[src/hw/rtl/assert_macros.svh]
// ----------------------------------------------------------------------------
// Assertion macros
// Clocked assertion wrappers shared by the RTL; all run on aclk and are
// disabled while aresetn is low.
// ----------------------------------------------------------------------------
`ifndef ASSERT_MACROS_SVH
`define ASSERT_MACROS_SVH

// condition holds at every edge
`define AST_ALWAYS(label, cond, msg) \
    label: assert property (@(posedge aclk) disable iff (!aresetn) (cond)) else $error(msg);

// same-cycle implication
`define AST_IMPLIES(label, ante, cons, msg) \
    label: assert property (@(posedge aclk) disable iff (!aresetn) (ante) |-> (cons)) \
        else $error(msg);

// next-cycle implication
`define AST_NEXT(label, ante, cons, msg) \
    label: assert property (@(posedge aclk) disable iff (!aresetn) (ante) |=> (cons)) \
        else $error(msg);

`endif

[src/hw/rtl/im2col_ag_pkg.sv]
// ----------------------------------------------------------------------------
// im2col address generator package
// Channel widths, request and register codes, controller states and the
// command/status bundles between controller and datapath.
// ----------------------------------------------------------------------------
package im2col_ag_pkg;

    localparam int S_TDATA_W  = 32;
    localparam int M_TDATA_W  = 64;
    localparam int CFG_IDX_W  = 3;
    localparam int CFG_DATA_W = 9;

    localparam int SRC_W = 25;
    localparam int DST_W = 35;

    localparam logic REQ_START = 1'b0;
    localparam logic REQ_NEXT  = 1'b1;

    localparam logic [CFG_IDX_W-1:0] CFG_KERNEL_WIDTH  = 3'd0;
    localparam logic [CFG_IDX_W-1:0] CFG_KERNEL_HEIGHT = 3'd1;
    localparam logic [CFG_IDX_W-1:0] CFG_STRIDE_X      = 3'd2;
    localparam logic [CFG_IDX_W-1:0] CFG_STRIDE_Y      = 3'd3;
    localparam logic [CFG_IDX_W-1:0] CFG_PAD_X         = 3'd4;
    localparam logic [CFG_IDX_W-1:0] CFG_PAD_Y         = 3'd5;
    localparam logic [CFG_IDX_W-1:0] CFG_IMAGE_WIDTH   = 3'd6;
    localparam logic [CFG_IDX_W-1:0] CFG_IMAGE_HEIGHT  = 3'd7;

    typedef enum logic [2:0] {
        ST_READY,
        ST_MUL,
        ST_OFFSET,
        ST_ADDR,
        ST_SUM,
        ST_EMIT
    } ctrl_state_t;

    typedef struct packed {
        logic start;
        logic mul;
        logic offset;
        logic addr;
        logic sum;
        logic emit;
    } dp_cmd_t;

    typedef struct packed {
        logic busy;
        logic wrap;
    } dp_status_t;

endpackage

[src/hw/rtl/im2col_ag_ctrl.sv]
// ----------------------------------------------------------------------------
// im2col address generator controller
// Accepts requests, sequences the datapath steps and owns the result valid.
// ----------------------------------------------------------------------------
module im2col_ag_ctrl (
    input  logic                      aclk,
    input  logic                      aresetn,
    input  logic                      s_tvalid,
    output logic                      s_tready,
    input  logic                      s_tuser,
    output logic                      m_tvalid,
    input  logic                      m_tready,
    input  im2col_ag_pkg::dp_status_t status,
    output im2col_ag_pkg::dp_cmd_t    cmd
);
    import im2col_ag_pkg::*;

    ctrl_state_t state_reg, state_next;
    logic        m_tvalid_reg, m_tvalid_next;

    always_ff @(posedge aclk) begin
        if (!aresetn) begin
            state_reg    <= ST_READY;
            m_tvalid_reg <= 1'b0;
        end else begin
            state_reg    <= state_next;
            m_tvalid_reg <= m_tvalid_next;
        end
    end

    always_comb begin
        state_next = state_reg;
        cmd        = '0;
        s_tready   = 1'b0;
        case (state_reg)
            ST_READY: begin
                s_tready = 1'b1;
                if (s_tvalid) begin
                    if (s_tuser == REQ_START) begin
                        cmd.start = 1'b1;
                    end else if (status.busy) begin
                        state_next = ST_MUL;
                    end else begin
                        state_next = ST_EMIT;
                    end
                end
            end
            ST_MUL: begin
                cmd.mul    = 1'b1;
                state_next = ST_OFFSET;
            end
            ST_OFFSET: begin
                cmd.offset = 1'b1;
                state_next = ST_ADDR;
            end
            ST_ADDR: begin
                cmd.addr   = 1'b1;
                state_next = ST_SUM;
            end
            ST_SUM: begin
                cmd.sum    = 1'b1;
                state_next = ST_EMIT;
            end
            ST_EMIT: begin
                if (!m_tvalid_reg || m_tready) begin
                    cmd.emit   = 1'b1;
                    state_next = ST_READY;
                end
            end
            default: begin
                state_next = ST_READY;
            end
        endcase
    end

    always_comb begin
        if (cmd.emit) begin
            m_tvalid_next = 1'b1;
        end else if (m_tready) begin
            m_tvalid_next = 1'b0;
        end else begin
            m_tvalid_next = m_tvalid_reg;
        end
    end

    assign m_tvalid = m_tvalid_reg;

endmodule

[src/hw/rtl/im2col_ag_dp.sv]
// ----------------------------------------------------------------------------
// im2col address generator datapath
// Config registers, walk counters and the four-step multiply/add chain that
// forms the source address and destination index of one column element.
// ----------------------------------------------------------------------------
module im2col_ag_dp #(
    parameter int MAX_DIM    = 256,
    parameter int MAX_PLANES = 512,
    parameter int MAX_KERNEL = 16
) (
    input  logic                                   aclk,
    input  logic                                   aresetn,
    input  logic                                   cfg_write,
    input  logic [im2col_ag_pkg::CFG_IDX_W-1:0]    cfg_index,
    input  logic [im2col_ag_pkg::CFG_DATA_W-1:0]   cfg_data,
    input  logic [9:0]                             plane_count,
    input  logic [8:0]                             out_width,
    input  logic [8:0]                             out_height,
    input  im2col_ag_pkg::dp_cmd_t                 cmd,
    output im2col_ag_pkg::dp_status_t              status,
    output logic [im2col_ag_pkg::SRC_W-1:0]        src_address,
    output logic                                   zero_fill,
    output logic [im2col_ag_pkg::DST_W-1:0]        dst_index,
    output logic                                   last,
    output logic                                   idle_error
);
    import im2col_ag_pkg::*;

    localparam int PLANE_CW = (MAX_PLANES > 1) ? $clog2(MAX_PLANES) : 1;
    localparam int KER_CW   = (MAX_KERNEL > 1) ? $clog2(MAX_KERNEL) : 1;
    localparam int DIM_CW   = $clog2(MAX_DIM);
    localparam int SC_W     = DIM_CW + 5;
    localparam int IX_W     = DIM_CW + 6;
    localparam int PK_W     = PLANE_CW + 5;
    localparam int PKR_W    = PLANE_CW + 11;
    localparam int KID_W    = PLANE_CW + 12;
    localparam int OROW_W   = DIM_CW + 9;
    localparam int PHW_W    = PLANE_CW + 18;
    localparam int DHI_W    = KID_W + 18;
    localparam int OC_W     = ((DIM_CW > 9) ? DIM_CW : 9) + 1;
    localparam int KC_W     = ((KER_CW > 5) ? KER_CW : 5) + 1;
    localparam int PC_W     = ((PLANE_CW > 10) ? PLANE_CW : 10) + 1;

    // config registers
    logic [4:0] kernel_width_reg, kernel_height_reg, stride_x_reg, stride_y_reg;
    logic [3:0] pad_x_reg, pad_y_reg;
    logic [8:0] image_width_reg, image_height_reg;

    // walk state
    logic [PLANE_CW-1:0] plane_ctr_reg;
    logic [KER_CW-1:0]   krow_ctr_reg, kcol_ctr_reg;
    logic [DIM_CW-1:0]   orow_ctr_reg, ocol_ctr_reg;
    logic [9:0]          planes_held_reg;
    logic [8:0]          out_w_held_reg, out_h_held_reg;
    logic                busy_reg;

    // step registers
    logic [SC_W-1:0]   ysc_reg, xsc_reg;
    logic [PK_W-1:0]   pk_reg;
    logic [17:0]       hw_reg, ohw_reg;
    logic [OROW_W-1:0] orow_ow_reg;
    logic [IX_W-1:0]   iy_reg, ix_reg;
    logic [SRC_W-1:0]  phw_reg;
    logic [PKR_W-1:0]  pkr_reg;
    logic              fill_reg;
    logic [17:0]       row_off_reg;
    logic [KID_W-1:0]  kidx_reg;
    logic [SRC_W-1:0]  src_reg;
    logic [DST_W-1:0]  dhi_reg;

    // result register
    logic [SRC_W-1:0] out_src_reg;
    logic             out_fill_reg;
    logic [DST_W-1:0] out_dst_reg;
    logic             out_last_reg;
    logic             out_err_reg;

    logic [4:0] kw_c, kh_c, sx_c, sy_c;
    logic [8:0] w_c, h_c;
    logic [9:0] planes_c;
    logic [8:0] ow_c, oh_c;

    logic [SC_W-1:0]   ysc_full, xsc_full;
    logic [PK_W-1:0]   pk_full;
    logic [17:0]       hw_full, ohw_full, row_off_full;
    logic [OROW_W-1:0] orow_ow_full;
    logic [PHW_W-1:0]  phw_full;
    logic [PKR_W-1:0]  pkr_full;
    logic [DHI_W-1:0]  dhi_full;
    logic              iy_out, ix_out;

    logic wrap_ocol, wrap_orow, wrap_kcol, wrap_krow, wrap_plane, wrap_all;

    // live clamps of the config registers
    always_comb begin
        kw_c = (kernel_width_reg == 5'd0) ? 5'd1 :
               (32'(kernel_width_reg) > MAX_KERNEL) ? 5'(MAX_KERNEL) : kernel_width_reg;
        kh_c = (kernel_height_reg == 5'd0) ? 5'd1 :
               (32'(kernel_height_reg) > MAX_KERNEL) ? 5'(MAX_KERNEL) : kernel_height_reg;
        sx_c = (stride_x_reg == 5'd0) ? 5'd1 : (stride_x_reg > 5'd16) ? 5'd16 : stride_x_reg;
        sy_c = (stride_y_reg == 5'd0) ? 5'd1 : (stride_y_reg > 5'd16) ? 5'd16 : stride_y_reg;
        w_c  = (image_width_reg == 9'd0) ? 9'd1 :
               (32'(image_width_reg) > MAX_DIM) ? 9'(MAX_DIM) : image_width_reg;
        h_c  = (image_height_reg == 9'd0) ? 9'd1 :
               (32'(image_height_reg) > MAX_DIM) ? 9'(MAX_DIM) : image_height_reg;
    end

    // start operand clamps
    always_comb begin
        planes_c = (plane_count == 10'd0) ? 10'd1 :
                   (32'(plane_count) > MAX_PLANES) ? 10'(MAX_PLANES) : plane_count;
        ow_c     = (out_width == 9'd0) ? 9'd1 :
                   (32'(out_width) > MAX_DIM) ? 9'(MAX_DIM) : out_width;
        oh_c     = (out_height == 9'd0) ? 9'd1 :
                   (32'(out_height) > MAX_DIM) ? 9'(MAX_DIM) : out_height;
    end

    always_ff @(posedge aclk) begin
        if (!aresetn) begin
            kernel_width_reg  <= 5'd3;
            kernel_height_reg <= 5'd3;
            stride_x_reg      <= 5'd1;
            stride_y_reg      <= 5'd1;
            pad_x_reg         <= 4'd0;
            pad_y_reg         <= 4'd0;
            image_width_reg   <= 9'd32;
            image_height_reg  <= 9'd32;
        end else if (cfg_write) begin
            case (cfg_index)
                CFG_KERNEL_WIDTH:  kernel_width_reg  <= cfg_data[4:0];
                CFG_KERNEL_HEIGHT: kernel_height_reg <= cfg_data[4:0];
                CFG_STRIDE_X:      stride_x_reg      <= cfg_data[4:0];
                CFG_STRIDE_Y:      stride_y_reg      <= cfg_data[4:0];
                CFG_PAD_X:         pad_x_reg         <= cfg_data[3:0];
                CFG_PAD_Y:         pad_y_reg         <= cfg_data[3:0];
                CFG_IMAGE_WIDTH:   image_width_reg   <= cfg_data;
                CFG_IMAGE_HEIGHT:  image_height_reg  <= cfg_data;
                default: ;
            endcase
        end
    end

    // step 1: independent products
    assign ysc_full     = SC_W'(orow_ctr_reg) * SC_W'(sy_c);
    assign xsc_full     = SC_W'(ocol_ctr_reg) * SC_W'(sx_c);
    assign pk_full      = PK_W'(plane_ctr_reg) * PK_W'(kh_c);
    assign hw_full      = 18'(h_c) * 18'(w_c);
    assign ohw_full     = 18'(out_h_held_reg) * 18'(out_w_held_reg);
    assign orow_ow_full = OROW_W'(orow_ctr_reg) * OROW_W'(out_w_held_reg);

    // step 2 and 3 products
    assign phw_full     = PHW_W'(plane_ctr_reg) * PHW_W'(hw_reg);
    assign pkr_full     = (PKR_W'(pk_reg) + PKR_W'(krow_ctr_reg)) * PKR_W'(kw_c);
    assign row_off_full = 18'(iy_reg[8:0]) * 18'(w_c);
    assign iy_out       = iy_reg[IX_W-1] || (iy_reg >= IX_W'(h_c));
    assign ix_out       = ix_reg[IX_W-1] || (ix_reg >= IX_W'(w_c));

    // step 4 product
    assign dhi_full     = DHI_W'(kidx_reg) * DHI_W'(ohw_reg);

    always_ff @(posedge aclk) begin
        if (cmd.mul) begin
            ysc_reg     <= ysc_full;
            xsc_reg     <= xsc_full;
            pk_reg      <= pk_full;
            hw_reg      <= hw_full;
            ohw_reg     <= ohw_full;
            orow_ow_reg <= orow_ow_full;
        end
        if (cmd.offset) begin
            iy_reg  <= IX_W'(ysc_reg) + IX_W'(krow_ctr_reg) - IX_W'(pad_y_reg);
            ix_reg  <= IX_W'(xsc_reg) + IX_W'(kcol_ctr_reg) - IX_W'(pad_x_reg);
            phw_reg <= SRC_W'(phw_full);
            pkr_reg <= pkr_full;
        end
        if (cmd.addr) begin
            fill_reg    <= iy_out || ix_out;
            row_off_reg <= row_off_full;
            kidx_reg    <= KID_W'(pkr_reg) + KID_W'(kcol_ctr_reg);
        end
        if (cmd.sum) begin
            src_reg <= fill_reg ? '0 :
                       SRC_W'(phw_reg + SRC_W'(row_off_reg) + SRC_W'(ix_reg[8:0]));
            dhi_reg <= DST_W'(dhi_full);
        end
        if (cmd.emit) begin
            if (busy_reg) begin
                out_src_reg  <= src_reg;
                out_fill_reg <= fill_reg;
                out_dst_reg  <= DST_W'(dhi_reg + DST_W'(orow_ow_reg) + DST_W'(ocol_ctr_reg));
                out_last_reg <= wrap_all;
                out_err_reg  <= 1'b0;
            end else begin
                out_src_reg  <= '0;
                out_fill_reg <= 1'b0;
                out_dst_reg  <= '0;
                out_last_reg <= 1'b0;
                out_err_reg  <= 1'b1;
            end
        end
    end

    // counter wraps; a counter at or past its bound wraps too
    assign wrap_ocol  = (OC_W'(ocol_ctr_reg) + OC_W'(1)) >= OC_W'(out_w_held_reg);
    assign wrap_orow  = (OC_W'(orow_ctr_reg) + OC_W'(1)) >= OC_W'(out_h_held_reg);
    assign wrap_kcol  = (KC_W'(kcol_ctr_reg) + KC_W'(1)) >= KC_W'(kw_c);
    assign wrap_krow  = (KC_W'(krow_ctr_reg) + KC_W'(1)) >= KC_W'(kh_c);
    assign wrap_plane = (PC_W'(plane_ctr_reg) + PC_W'(1)) >= PC_W'(planes_held_reg);
    assign wrap_all   = wrap_ocol && wrap_orow && wrap_kcol && wrap_krow && wrap_plane;

    always_ff @(posedge aclk) begin
        if (!aresetn) begin
            plane_ctr_reg   <= '0;
            krow_ctr_reg    <= '0;
            kcol_ctr_reg    <= '0;
            orow_ctr_reg    <= '0;
            ocol_ctr_reg    <= '0;
            planes_held_reg <= '0;
            out_w_held_reg  <= '0;
            out_h_held_reg  <= '0;
            busy_reg        <= 1'b0;
        end else if (cmd.start) begin
            plane_ctr_reg   <= '0;
            krow_ctr_reg    <= '0;
            kcol_ctr_reg    <= '0;
            orow_ctr_reg    <= '0;
            ocol_ctr_reg    <= '0;
            planes_held_reg <= planes_c;
            out_w_held_reg  <= ow_c;
            out_h_held_reg  <= oh_c;
            busy_reg        <= 1'b1;
        end else if (cmd.emit && busy_reg) begin
            ocol_ctr_reg <= wrap_ocol ? '0 : ocol_ctr_reg + 1'b1;
            if (wrap_ocol) begin
                orow_ctr_reg <= wrap_orow ? '0 : orow_ctr_reg + 1'b1;
                if (wrap_orow) begin
                    kcol_ctr_reg <= wrap_kcol ? '0 : kcol_ctr_reg + 1'b1;
                    if (wrap_kcol) begin
                        krow_ctr_reg <= wrap_krow ? '0 : krow_ctr_reg + 1'b1;
                        if (wrap_krow) begin
                            plane_ctr_reg <= wrap_plane ? '0 : plane_ctr_reg + 1'b1;
                        end
                    end
                end
            end
            if (wrap_all) begin
                busy_reg <= 1'b0;
            end
        end
    end

    assign status.busy = busy_reg;
    assign status.wrap = wrap_all;

    assign src_address = out_src_reg;
    assign zero_fill   = out_fill_reg;
    assign dst_index   = out_dst_reg;
    assign last        = out_last_reg;
    assign idle_error  = out_err_reg;

endmodule

[src/hw/rtl/im2col_address_generator_unit.sv]
// ----------------------------------------------------------------------------
// im2col address generator
// Walks the column matrix of one image with padding and stride, one element
// per next request, giving source address, zero fill and destination index.
// ----------------------------------------------------------------------------
//  channel  direction  carries
//  s_*      in         start (plane count, output extents) or next request
//  m_*      out        one column element or an idle error
//  cfg_*    in         register index and write data
//
// Next request: accept, then the four datapath steps of the multiply/add
// chain, then emit; no new request is taken before emit. Next while idle:
// accept, then emit. Start: no result. The result register lets the next
// request be taken while a result waits; emit stalls until m_tready frees it.
// Reset (aresetn low, synchronous) clears the walk and restores register
// defaults.
`include "assert_macros.svh"

module im2col_address_generator_unit #(
    parameter int MAX_DIM    = 256,
    parameter int MAX_PLANES = 512,
    parameter int MAX_KERNEL = 16
) (
    input  logic                                   aclk,
    input  logic                                   aresetn,
    input  logic                                   s_tvalid,
    output logic                                   s_tready,
    // plane_count[9:0], out_width[18:10], out_height[27:19]
    input  logic [im2col_ag_pkg::S_TDATA_W-1:0]    s_tdata,
    // req_type
    input  logic                                   s_tuser,
    output logic                                   m_tvalid,
    input  logic                                   m_tready,
    // src_address[24:0], zero_fill[25], dst_index[60:26]
    output logic [im2col_ag_pkg::M_TDATA_W-1:0]    m_tdata,
    // idle_error
    output logic                                   m_tuser,
    output logic                                   m_tlast,
    input  logic                                   cfg_valid,
    output logic                                   cfg_ready,
    input  logic [im2col_ag_pkg::CFG_IDX_W-1:0]    cfg_index,
    input  logic [im2col_ag_pkg::CFG_DATA_W-1:0]   cfg_data
);
    import im2col_ag_pkg::*;

    dp_cmd_t          ctrl_cmd;
    dp_status_t       dp_status;
    logic [SRC_W-1:0] src_address;
    logic             zero_fill;
    logic [DST_W-1:0] dst_index;

    assign cfg_ready = 1'b1;

    im2col_ag_ctrl u_ctrl (
        .aclk     (aclk),
        .aresetn  (aresetn),
        .s_tvalid (s_tvalid),
        .s_tready (s_tready),
        .s_tuser  (s_tuser),
        .m_tvalid (m_tvalid),
        .m_tready (m_tready),
        .status   (dp_status),
        .cmd      (ctrl_cmd)
    );

    im2col_ag_dp #(
        .MAX_DIM    (MAX_DIM),
        .MAX_PLANES (MAX_PLANES),
        .MAX_KERNEL (MAX_KERNEL)
    ) u_dp (
        .aclk        (aclk),
        .aresetn     (aresetn),
        .cfg_write   (cfg_valid && cfg_ready),
        .cfg_index   (cfg_index),
        .cfg_data    (cfg_data),
        .plane_count (s_tdata[9:0]),
        .out_width   (s_tdata[18:10]),
        .out_height  (s_tdata[27:19]),
        .cmd         (ctrl_cmd),
        .status      (dp_status),
        .src_address (src_address),
        .zero_fill   (zero_fill),
        .dst_index   (dst_index),
        .last        (m_tlast),
        .idle_error  (m_tuser)
    );

    assign m_tdata = {3'b000, dst_index, zero_fill, src_address};

    `AST_IMPLIES(a_err_payload_zero, m_tvalid && m_tuser, (m_tdata == '0) && !m_tlast, "idle error result carries data")
    `AST_NEXT(a_last_ends_walk, ctrl_cmd.emit && dp_status.busy && dp_status.wrap, !dp_status.busy, "walk still active after last element")
    `AST_NEXT(a_idle_next_errors, ctrl_cmd.emit && !dp_status.busy, m_tvalid && m_tuser, "next while idle gave no error result")

endmodule

[config.mk]
export PLATFORM = sky130hd
export DESIGN_NAME = im2col_address_generator_unit
export DESIGN_NICKNAME = d
export VERILOG_FILES = /design/src/hw/rtl/im2col_ag_pkg.sv /design/src/hw/rtl/im2col_ag_ctrl.sv /design/src/hw/rtl/im2col_ag_dp.sv /design/src/hw/rtl/im2col_address_generator_unit.sv
export VERILOG_INCLUDE_DIRS = /design/src /design/src/hw/rtl
export SDC_FILE = /design/constraint.sdc
export NUM_CORES = 2
export LEC_CHECK = 0
export BUFFER_PORTS_ARGS = -buffer_cell sky130_fd_sc_hd__buf_4
export CORE_MARGIN = 8
export CORE_UTILIZATION = 65
export CTS_BUF_LIST = sky130_fd_sc_hd__clkbuf_16
export CTS_CLUSTER_DIAMETER = 50
export DETAILED_ROUTE_END_ITERATION = 6
export GPL_TIMING_DRIVEN = 0
export PLACE_DENSITY_LB_ADDON = 0.2
export SYNTH_ARGS = -nofsm -noshare
export SYNTH_HDL_FRONTEND = slang
export SYNTH_SLANG_ARGS = --single-unit
[constraint.sdc]
create_clock -name aclk -period 14.8 [get_ports aclk]
set_input_delay 0 -clock aclk [delete_from_list [all_inputs] [get_ports aclk]]
set_output_delay 0 -clock aclk [all_outputs]
set_load 0.01 [all_outputs]
# Word-level counts from Yosys, hierarchy flattened
# Cells that the tools add are included.
dict set report classes {
  n_div 0
  muxes 44
  multipliers 10
  n_bitwise 1
  shift 0
  reduce_logical 39
  n_eq_ne 15
  addsub 20
  magnitude_cmp 16
}
# op count
set ops {}
lappend ops {{$mux W9} 9}
lappend ops {{$mul A9 B9 Y18} 3}
lappend ops {{$mux W5} 8}
lappend ops {{$gt A9 B9 Y1 const B} 4}
lappend ops {{$logic_not A9 Y1} 4}
lappend ops {{$add A35 B17 Y35} 1}
lappend ops {{$add A35 B8 Y35} 1}
lappend ops {{$mul A21 B18 Y35} 1}
lappend ops {{$add A13 B4 Y14} 2}
lappend ops {{$ge A14 B9 Y1} 2}
lappend ops {{$sub A14 B4 Y14} 2}
lappend ops {{$mul A8 B5 Y13} 2}
lappend ops {{$add A25 B18 Y25} 1}
lappend ops {{$add A25 B9 Y25} 1}
lappend ops {{$mul A9 B18 Y25} 1}
lappend ops {{$add A20 B4 Y21} 1}
lappend ops {{$ge A10 B9 Y1} 2}
lappend ops {{$gt A5 B5 Y1 const B} 4}
lappend ops {{$logic_not A5 Y1} 4}
lappend ops {{$mul A20 B5 Y20} 1}
lappend ops {{$mux W10} 2}
lappend ops {{$reduce_and A2 Y1} 10}
lappend ops {{$add A8 B1 Y9 const B} 2}
lappend ops {{$eq A3 B3 Y1 const B} 6}
lappend ops {{31 further kinds} 71}
dict set report totals {
  rom_bits 0
  n_memories 0
  mem_bits_rw 0
  latch_bits 0
  reg_bits 441
  word_cells 184
  in_bits 50
}

# Longest topological paths before layout
dict set report depth {
  depth_word 10
  depth_mapped 24
  depth_no_buf 23
}

# By module
# A second synthesis with hierarchy kept.
dict set report hier_totals {
  hier_cells 5633
  hier_area_um2 53142.2
}
# mod instances cells_per_inst area_per_inst_um2 seq_area_each_um2
set by_module_without_submodules {}
lappend by_module_without_submodules {im2col_ag_dp 1 5593 52840.7 12041.5}
lappend by_module_without_submodules {im2col_ag_ctrl 1 33 256.5 80.1}
lappend by_module_without_submodules {im2col_address_generator_unit 1 7 45.0 0.0}

# Least setup slack after synthesis
# OpenSTA, ideal clock, no wires.
dict set report synth_timing {
  kind {reg-to-reg}
  from {reg u_ctrl.state_reg[0]}
  to {reg u_dp.hw_reg[0] (enable)}
  path_slack_ps 6787
  synth_period_minus_slack_ps 8013
  path_buffers 1
  t_arrival_ps 7335
  path_stages_with_launch 3
  required_time_ps 14122
  cell_sequence {dfxtp_1 -> clkbuf_1 -> nor3b_1}
}
dict set report synth_between {
  elab_chain_cells 2
}
# element line
set synth_rtl {}
lappend synth_rtl {{start: declaration} im2col_ag_ctrl.sv:18} ;# ctrl_state_t state_reg, state_next;
lappend synth_rtl {{start signal: assignment} im2col_ag_ctrl.sv:26} ;# state_reg <= state_next;
lappend synth_rtl {{$eq A3 B1 Y1} im2col_ag_ctrl.sv:35} ;# case (state_reg)
lappend synth_rtl {{$mux W1} im2col_ag_ctrl.sv:35}
lappend synth_rtl {{end signal: assignment} im2col_ag_dp.sv:166} ;# hw_reg <= hw_full;
lappend synth_rtl {{end: declaration} im2col_ag_dp.sv:60} ;# logic [17:0] hw_reg, ohw_reg;
# Every way passes these cells.
# A chain may end at the register's enable or synchronous reset.

# Final worst setup path
dict set report layout_timing {
  from {reg u_dp.kidx_reg[10]}
  to {reg u_dp.dhi_reg[34] (data pin)}
}
dict set report layout_between {
  elab_chain_cells 1
}
# element line
set layout_rtl {}
lappend layout_rtl {{start: declaration} im2col_ag_dp.sv:67} ;# logic [KID_W-1:0] kidx_reg;
lappend layout_rtl {{start signal: assignment} im2col_ag_dp.sv:179} ;# kidx_reg <= KID_W'(pkr_reg) + KID_W'(kcol_ctr_reg);
lappend layout_rtl {{$mul A21 B18 Y35} im2col_ag_dp.sv:159} ;# assign dhi_full = DHI_W'(kidx_reg) * DHI_W'(ohw_reg);
lappend layout_rtl {{via u_dp.dhi_full[34]} im2col_ag_dp.sv:89} ;# logic [DHI_W-1:0] dhi_full;
lappend layout_rtl {{end signal: assignment} im2col_ag_dp.sv:184} ;# dhi_reg <= DST_W'(dhi_full);
lappend layout_rtl {{end: declaration} im2col_ag_dp.sv:69} ;# logic [DST_W-1:0] dhi_reg;
# The timed path passes the listed nets, and every way through them passes these cells.

==> flow_summary.toml <==
[sta]
slew_headroom_pct = 1.840
timing.final.crit_share_pct = 50.56
setup_violations = 0
fmaxAchievable_ghz = 0.1336
skew_ns = 0.03523
setup_tns_ns = 0
rsz0062_at_grt = "false"
period_minus_slack_ns = 7.483
final_max_slew_viol_count = 0
worst_pin_slew_ns = 1.469
timing_hold_violations_final = 0
timing.final.ws_setup_ns = 7.317

[power_and_ir_drop]
powerDensity_nw_per_um2 = 158.8
total_power_w = 0.009296
leakage_nw = 27.50
peakVddDrop_mv = 0.3226

[floorplanning]
core-area_um2 = 81980
rows = 105
dieArea_um2 = 92220
start_util_pct = 65.62
num_io_pins = 119
die_h_um = 303.7
die_x_um = 303.7

[setup_path]
path_class = "reg2reg"
required_ns = 15.23
start_kind = "flop"
cp-end-kind = "flop"
worstPathArrival_ns = 7.91
path_max_fanout = 10

[synthesis]
synthArstFlopShare_pct = 0
synth_edf_count = 329
synth_warnings = 0
synth.distinct_cells = 85
syn_avg_cell_area_um2 = 9.355
synthCells = 5750
synth_top_area_cell = "fa_1"
netlist.area_leader.share_pct = 27.09
ys_seq_area_share_pct = 22.53
ys.flop_type = "edfxtp_1"
yosys-top-cells-area = "fa_1 27%, edfxtp_1 18%, ha_1 12%, inv_1 7.4%, nand2_1 5.2%"
yosys-top-cells-count = "1,059 x inv_1, 747 x nand2_1, 728 x fa_1, 525 x ha_1, 411 x and2_1"
ys_seq_elements = 441
post_synth_instance_area_um2 = 53790
synth_most_common_cell = "inv_1"

[clock_network]
clockRootBuffer = "clkbuf_16"
tritoncts = "done"
cts_buffer_depth = 3
htree_levels = 2
clk_pin_slew_ns = 0.06
numCtsBuffers = 54
clk_latency_ns = 0.64
cts_setup_buffers = 0
cts.sinks = 441

[flow_run]
maxCapViolations = 0

[placed_design]
io_buffers = 102
place_ws_ns = 7.483
gp_congestion = 0.9663
dp_hpwl_um = 115300
place_inst = 6946

[route]
drt_wl_total_um = 142100
dr_total_vias = 41017
ant_nets = 0
via_per_inst = 5.775
drt_iter0_markers = 3497
wire_per_inst_um = 20.01
drc = 0
dr.pass1.iters = 6

[grt]
grt_pass1_wl_um = 227900
grt_overflow = 0
grt_usage_pct = 30.79
grt_max_degree = 39
antenna_found_initial = 12
grt_pass1_vias = 42366

[layout]
drive_gt1_share_pct = 4.195
synthToLayoutAreaGrowth_pct = 8.855
nets = 7289
instances_no_fill = 7102

[run_status]
status = "finished clean"

[min_path]
worstHoldPathType = "in2reg"
-- power breakdown --
group	switching, W	internal [W]
registers	0.000109	0.00175
logic	0.00368	0.00245
clock network	0.000571	0.000747
total	0.00436	0.00494
-- layer usage --
layer  vias to the layer above  track usage, %  wire length (µm)
li1                      18677               -                 -
met1                     20219           42.67             59270
met2                      1807           48.85             62940
met3                       312           6.599             14980
met4                         2           9.024              4882
met5                         -               0                13
-- path summary, 6_finish.rpt --
path | start | to | slack [ns] | cells past startpoint
max | u_dp.kidx_reg[10] | u_dp.dhi_reg[34] | 7.32 | 21
min | cfg_valid | u_dp.stride_y_reg[0] | 0.04 | 4
max reg2reg | u_dp.kidx_reg[10] | u_dp.dhi_reg[34] | 7.32 | 21
min reg2reg | u_dp.kernel_width_reg[0] | u_dp.kernel_width_reg[0] | 0.48 | 2
-- logic make-up (layout without fill, tap and decap cells) --
kind of cell / after synthesis / after routing / synth area share, %
and+or+nand+nor: 1877 / 1877 / 17.08
muxes: 33 / 33 / 0.6187
DFF: 441 / 441 / 22.53
adders and majority gates: 1254 / 1254 / 39.32
buffers and inverters: 1301 / 1580 / 9.141
other: 2 / 5 / 0.01396
xor gates and xnor gates: 250 / 250 / 4.071
AOI/OAI and AO/OA: 592 / 592 / 7.220
-- stage by stage --
step | hold WS [ns] | utilization, % | area, µm²
detailed placement | 0.2350 | 68.56 | 56210
global placement | 0.2291 | 68.19 | 55900
finish | 0.03535 | 71.43 | 58550
global route | 0.07415 | 71.43 | 58550
CTS | 0.006290 | 71.42 | 58550
floorplan | 0.1086 | - | 53800
-- cell type report --
cell class | instances | area (µm²)
fillers | 6218 | 23430
inverters | 1065 | 3998
flip-flops and latches | 441 | 12120
plain buffers | 236 | 919.6
diodes | 1 | 2.502
well taps | 1070 | 1339
clock inverters | 44 | 376.6
multi-input cells | 4010 | 36780
repair buffers | 178 | 1588
clock buffers | 57 | 1426
-- critical path, cell delays in order, from the launching register on --
cell and delay, ns:
edfxtp_1 0.32, clkbuf_1 0.60, clkbuf_1 0.51, nand2_1 0.16, fa_1 0.62, fa_1 0.44, fa_1 0.52, inv_1 0.05
fa_1 0.48, fa_1 0.56, inv_1 0.06, fa_1 0.53, inv_1 0.04, ha_1 0.37, a21o_1 0.23, a21o_1 0.18
a211oi_1 0.26, o21a_1 0.36, a21oi_1 0.24, o221ai_1 0.39, nor2_1 0.10, a211oi_1 0.25
-- layout by cell type (no fill, tap or decap), drive strengths merged, types with 33 or more instances in the layout --
master	n
nand3	57
and3	33
clkbuf	270
xor2	75
dlygate4sd3	54
dfxtp	112
nand2	747
xnor2	175
edfxtp	329
nor3	80
a21o	73
nor2	260
ha	525
nor2b	103
a21oi	174
a211oi	38
inv	1082
nand2b	34
buf	147
fa	728
and2	411
o21ai	101
-- timing repair --
action / 4_1_cts / 5_1_grt
resized for setup: 0 / 0
hold buffers: 54 / 0
endpoints found under the hold margin: 68 / 0
endpoints found under the setup margin: 0 / 0
(Power assumes the default switching activity.)
